<file path="config.mk">
export PLATFORM = sky130hd
export DESIGN_NAME = srdp_queue
export DESIGN_NICKNAME = d
export VERILOG_FILES = /design/src/rtl/srdp_pkg.sv /design/src/rtl/srdp_queue.sv
export SDC_FILE = /design/constraint.sdc
export NUM_CORES = 1
export LEC_CHECK = 0
export BUFFER_PORTS_ARGS = -buffer_cell sky130_fd_sc_hd__buf_4
export CAP_MARGIN = 20
export CORE_UTILIZATION = 52
export CTS_CLUSTER_SIZE = 40
export DETAILED_ROUTE_END_ITERATION = 7
export HOLD_SLACK_MARGIN = 0.03
export PLACE_DENSITY = 0.76
export RECOVER_POWER = 100
export SKIP_LAST_GASP = 1
export SLEW_MARGIN = 0
export SYNTH_ARGS = -nofsm -noshare
export SYNTH_HDL_FRONTEND = slang
export SYNTH_SLANG_ARGS = --single-unit
</file>
<file path="constraint.sdc">
create_clock -name clk -period 7.7 [get_ports clk]
set_clock_uncertainty 0.05 [all_clocks]
set_input_delay 1.155 -clock clk [delete_from_list [all_inputs] [get_ports clk]]
set_output_delay 1.155 -clock clk [all_outputs]
set_load 0.005 [all_outputs]
</file>
<file path="src/rtl/srdp_pkg.sv">
// Shared types and constants for the sparse row dot product block.
`default_nettype none

package srdp_pkg;

  // Fixed field widths of the stream payloads
  localparam int KIND_W      = 2;
  localparam int FIELD_COL_W = 32;
  localparam int FIELD_VAL_W = 32;
  localparam int DOT_W       = 64;
  localparam int IN_DATA_W   = FIELD_COL_W + FIELD_VAL_W;

  // Defaults for the top-level parameters
  localparam int MAX_NONZEROS_DEF = 256;
  localparam int COLUMN_BITS_DEF  = 32;
  localparam int VALUE_BITS_DEF   = 32;

  // Depth of the command queue between front and back
  localparam int QUEUE_DEPTH = 4;

  // Input kind codes
  localparam logic [KIND_W-1:0] KIND_LOAD_A  = 2'd0;
  localparam logic [KIND_W-1:0] KIND_LOAD_B  = 2'd1;
  localparam logic [KIND_W-1:0] KIND_END_ROW = 2'd2;

  typedef enum logic [1:0] {
    OP_LOAD_A,
    OP_LOAD_B,
    OP_END_ROW
  } op_t;

  typedef struct packed {
    op_t                    op;
    logic [FIELD_COL_W-1:0] column;
    logic [FIELD_VAL_W-1:0] value;
  } cmd_t;

endpackage

`default_nettype wire

</file>
<file path="src/rtl/srdp_queue.sv">
// Short command queue between the front end and the row engine.
`default_nettype none

module srdp_queue (
  input  wire logic           clk,
  input  wire logic           rst_n,
  input  wire logic           push,
  input  wire srdp_pkg::cmd_t push_cmd,
  output logic                full,
  output logic                pop_valid,
  output srdp_pkg::cmd_t      pop_cmd,
  input  wire logic           pop
);

  localparam int PTR_W = $clog2(srdp_pkg::QUEUE_DEPTH);
  localparam logic [PTR_W:0] FULL_CNT = (PTR_W + 1)'(srdp_pkg::QUEUE_DEPTH);

  srdp_pkg::cmd_t    entry_r [srdp_pkg::QUEUE_DEPTH];
  logic [PTR_W-1:0]  wr_ptr_r;
  logic [PTR_W-1:0]  rd_ptr_r;
  logic [PTR_W:0]    cnt_r;
  logic              do_push;
  logic              do_pop;

  assign full      = (cnt_r == FULL_CNT);
  assign pop_valid = (cnt_r != '0);
  assign pop_cmd   = entry_r[rd_ptr_r];
  assign do_push   = push && !full;
  assign do_pop    = pop && pop_valid;

  always_ff @(posedge clk) begin
    if (do_push) begin
      entry_r[wr_ptr_r] <= push_cmd;
    end
  end

  always_ff @(posedge clk) begin
    if (!rst_n) begin
      wr_ptr_r <= '0;
      rd_ptr_r <= '0;
      cnt_r    <= '0;
    end else begin
      if (do_push) begin
        wr_ptr_r <= (wr_ptr_r == PTR_W'(srdp_pkg::QUEUE_DEPTH - 1)) ? '0 : wr_ptr_r + 1'b1;
      end
      if (do_pop) begin
        rd_ptr_r <= (rd_ptr_r == PTR_W'(srdp_pkg::QUEUE_DEPTH - 1)) ? '0 : rd_ptr_r + 1'b1;
      end
      if (do_push && !do_pop) begin
        cnt_r <= cnt_r + 1'b1;
      end else if (do_pop && !do_push) begin
        cnt_r <= cnt_r - 1'b1;
      end
    end
  end

endmodule

`default_nettype wire

</file>
# [Word level (Yosys, flattened, before mapping)]
# Memories as Yosys holds them, arrays and structs flattened. A register that Yosys moved wholly into a read port is not among the register bits.
# Cells that the tools add are included.
[totals] regBits=7 ram_bits=264 inputBits=70 output_inout_bits=68 word_cells=28 mem_count=1
[memory_table] memory="entry_r" depth=4 width=66 read_ports=1 rd_ports_with_merged_regs=1 write_ports=1 line_no="srdp_queue.sv:18" source="srdp_pkg::cmd_t entry_r [srdp_pkg::QUEUE_DEPTH];"
[classes] add_sub_neg=4 n_eq_ne=3 muxes=8 reduce_logical=9
[op_table] op="$mux 2" n=4
[op_table] op="$mux 3" n=2
[op_table] op="$add 2x1->2 const B" n=2
[op_table] op="$eq 2x2->1 const B" n=2
[op_table] op="$logic_and 1x1->1" n=4
[op_table] op="$add 3x1->3 const B" n=1
[op_table] op="$eq 3x3->1 const B" n=1
[op_table] op="$logic_not 1->1" n=3
[op_table] op="$reduce_bool 3->1" n=1
[op_table] op="$sub 3x1->3 const B" n=1
[op_table] op="$mux 1" n=2
[op_table] op="$reduce_bool 2->1" n=1

# [Longest topological paths before layout]
[depth] depth_word=7 ltp_mapped=9 mapped_depth_nobuf=8

# [Least setup slack after synthesis]
# Ideal clock, no wire load.
[synth_path] path_type="input to register" startpoint="input push" endpoint="memory entry_r[0][0] (netlist bit) (enable)" setup_time_ns=0.431 arrival_ns=2.995 required_time_ns=7.219 setup_slack_ns=4.224 stages=3 path_buffers=1 path_cell_list="nor2b_1 > buf_2 > and2_1"
[synth_between] elab_chain_cells=3
[synth_lines] element="start, declared" line_no="srdp_queue.sv:7" source="input wire logic push,"
[synth_lines] element="$logic_and 1x1->1" line_no="srdp_queue.sv:28" source="assign do_push = push && !full;"
[synth_lines] element="net do_push" line_no="srdp_queue.sv:22" source="logic do_push;"
[synth_lines] element="$mux 1" line_no="srdp_queue.sv:32" source="if (do_push) begin"
[synth_lines] element="$mux 1 (implied by the code)" line_no="srdp_queue.sv:33" source="entry_r[wr_ptr_r] <= push_cmd;"
[synth_lines] element="end, declared" line_no="srdp_queue.sv:18"
# The timed path passes the listed nets, and every way through them passes these cells.

# [Worst setup path in the final report]
[layout_path] startpoint="input push" endpoint="memory entry_r[3][38] (netlist bit) (enable)"
[layout_between] elab_chain_cells=3
[layout_lines] element="$logic_and 1x1->1" line_no="srdp_queue.sv:28"
[layout_lines] element="$mux 1" line_no="srdp_queue.sv:32"
[layout_lines] element="$mux 1 (implied by the code)" line_no="srdp_queue.sv:33"
# Every way passes these cells.

==> results.yml <==
status:
  status: "finished with violations"
  violations: "max-capacitance violations, max-slew violations"
placed_design:
  gp_congestion: 0.691
  io_buffers: 137
  dpl.hpwl_mm: 9.58
  place_area_um2: 11200
yosys:
  ys_seq_area_share_pct: 81.1
  synth.cell_area_um2: 9990
  syn_inst: 395
  synth_area_per_cell_um2: 25.3
  synth_fp_nets: 472
  ys_warn_count: 0
  synthDistinctLibCells: 23
  synthFlopType: "edfxtp_1"
  synth_seq_cells: 273
  synth_edf_count: 264
  synthArstFlopShare_pct: 0
min_path:
  hold_path_class: "reg2reg"
job:
  drv_cap: 4
clock_tree:
  postCtsSetupRepairBufs: 0
  cts.htree.levels: 1
  worstSkewPairLatency_ns: 0.51
  clock-root-buffer: "clkbuf_16"
  clockBufferDepth: 3
  clk_pin_slew_ns: 0.06
  cts_resized: 0
  cts_tree: "done"
  cts.sinks: 273
  numCtsBuffers: 26
  cts.hold.buffers_added: 0
cells_and_area:
  drive_above_1_share_pct: 29.5
  fin_nets: 622
  n_antenna_cell: 0
  area.growth.synth_to_final_pct: 17.6
  fillers: 1308
  fin_util_pct: 62.6
  final_area_um2: 11700
floorplan:
  initial_core_util_pct: 53.3
  die_area_um2: 19800
  fp.dieW_um: 141
  dieHeight_um: 141
  io_pins: 138
  fp-row-count: 50
  fp.coreArea_um2: 18800
detailed_routing:
  wl_per_cell_um: 21.1
  ant_nets: 0
  vias_per_cell: 5.64
  drc: 0
  drtIter0Drc: 358
  dr.pass1.iters: 4
  vias: 4493
  routed_wl_mm: 16.8
timing:
  hold_viol_final: 0
  slew_headroom_pct: -228
  max_freq_mhz: 184
  tns_ns: 0
  final-max-slew-violation-count: 268
  worst_slew_pin_slew_ns: 4.92
  post-route-period-util_pct: 70.6
  rsz0062_at_grt: "no"
  min_period_ns: 5.44
  finalSetupViolCount: 0
critical_path:
  cp_max_fo: 66
  cp.arrival_ns: 5.37
  critPathKind: "in2reg"
  crit_path_end_kind: "flip-flop"
  crit_required_ns: 7.64
  start_kind: "input port"
power_and_ir_drop:
  p_leak_nw: 3.75
  p_per_area_nw_per_um2: 332
  vdd_ir_drop_max_mv: 0.173
global_routing:
  grt_pass1_vias: 4803
  antenna_found_initial: 0
  grt_usage_pct: 17.8
  grt_max_degree: 67
  grt_pass1_wl_mm: 26.6
  grt-ovfl-total: 0
[flip-flops by register name, summed over array words and instances (netlist names), named ones only]
signal and cells:
entry_r 264, cnt_r 3, rd_ptr_r 2, wr_ptr_r 2
[layout make-up]
type	instances	area (um^2)	share of cell area (%)
clock inverter	9	66.3	0.564
multi-input combinational	103	1770	15.0
timing repair buffer	138	758	6.45
sequential	273	8110	69.0
tap	234	293	2.49
inverter	3	11.3	0.0958
clock buffer	37	743	6.33
[through the flow]
step / std cells / worst slack [ns] / hold WS (ns) / total power [mW]
4_1_cts: 797 / 3.59 / 0.473 / 3.96
5_1_grt: 797 / 1.75 / 0.504 / 4.07
3_3_place_gp: 751 / 4.17 / 0.425 / 2.75
3_5_place_dp: 751 / 4.14 / 0.456 / 2.77
2_1_floorplan: 395 / 4.22 / 0.418 / 2.39
6_report: 797 / 2.26 / 0.470 / 3.90
[worst max-delay path: stages]
cell and delay [ns]:
clkbuf_4 0.09, nor2b_1 0.47, and2_0 3.60
[layout by cell type (no fill, tap or decap), types with 2 or more instances in the layout]
cell	Yosys	final
clkbuf_1	3	81
clkinv_1	0	5
dfxtp_1	9	8
nand2_1	6	6
ha_1	6	6
nor2b_1	2	2
o21ai_0	3	3
clkinv_2	0	2
or3_1	2	2
and2_0	0	4
inv_1	3	3
nand3_1	2	2
buf_4	2	5
clkbuf_4	0	59
clkbuf_8	0	3
mux4_2	66	66
edfxtp_1	264	264
nor2_1	2	2
mux2i_1	3	3
clkbuf_16	0	27
[path summary, 6_finish.rpt]
kind	startpoint	end	slack (ns)	cells after the start
worst max-delay path	push	entry_r[3][38]$_DFFE_PP_	2.26	3
worst min-delay path	rd_ptr_r[0]$_SDFFE_PN0P_	flip-flop	0.47	2
worst max register to register	cnt_r[0]$_SDFFE_PN0P_	entry_r[3][38]$_DFFE_PP_	2.45	3
worst min register to register	rd_ptr_r[0]$_SDFFE_PN0P_	flip-flop	0.47	2
[synthesized netlist by cell type (3+ instances only)]
cell type / n / area share (%)
and2_1: 5 / 0.31
buf_2: 6 / 0.30
buf_6: 5 / 0.56
clkbuf_1: 3 / 0.11
dfxtp_1: 9 / 1.8
edfxtp_1: 264 / 79
ha_1: 6 / 0.75
inv_1: 3 / 0.11
mux2i_1: 3 / 0.30
mux4_2: 66 / 15
nand2_1: 6 / 0.23
o21ai_0: 3 / 0.15
[per-layer routing]
metal / vias up / GRT usage [%] / part of all wire (%) / routed length (um)
li1: 1988 / - / - / -
met1: 2338 / 24.4 / 43 / 7290
met2: 139 / 29.8 / 49 / 8300
met3: 28 / 3.57 / 5.4 / 907
met4: 0 / 4.12 / 1.7 / 284
met5: - / 0 / 0 / 0
[cell families after synthesis]
kind of cell / share of synthesized area [%]
XOR/XNOR: 0.175
AND/OR/NAND/NOR: 1.04
flip-flops: 81.1
AO/OA/AOI/OAI: 0.300
buffers and inverters: 1.24
adder cells (fa/ha/maj): 0.951
multiplexers: 15.2
[where the power goes]
part	switching, mW	internal [mW]
sequential	0.0944	1.83
clock	0.494	0.700
combinational	0.328	0.448
total	0.917	2.98
No activity file was read; power rests on OpenSTA's default activity.
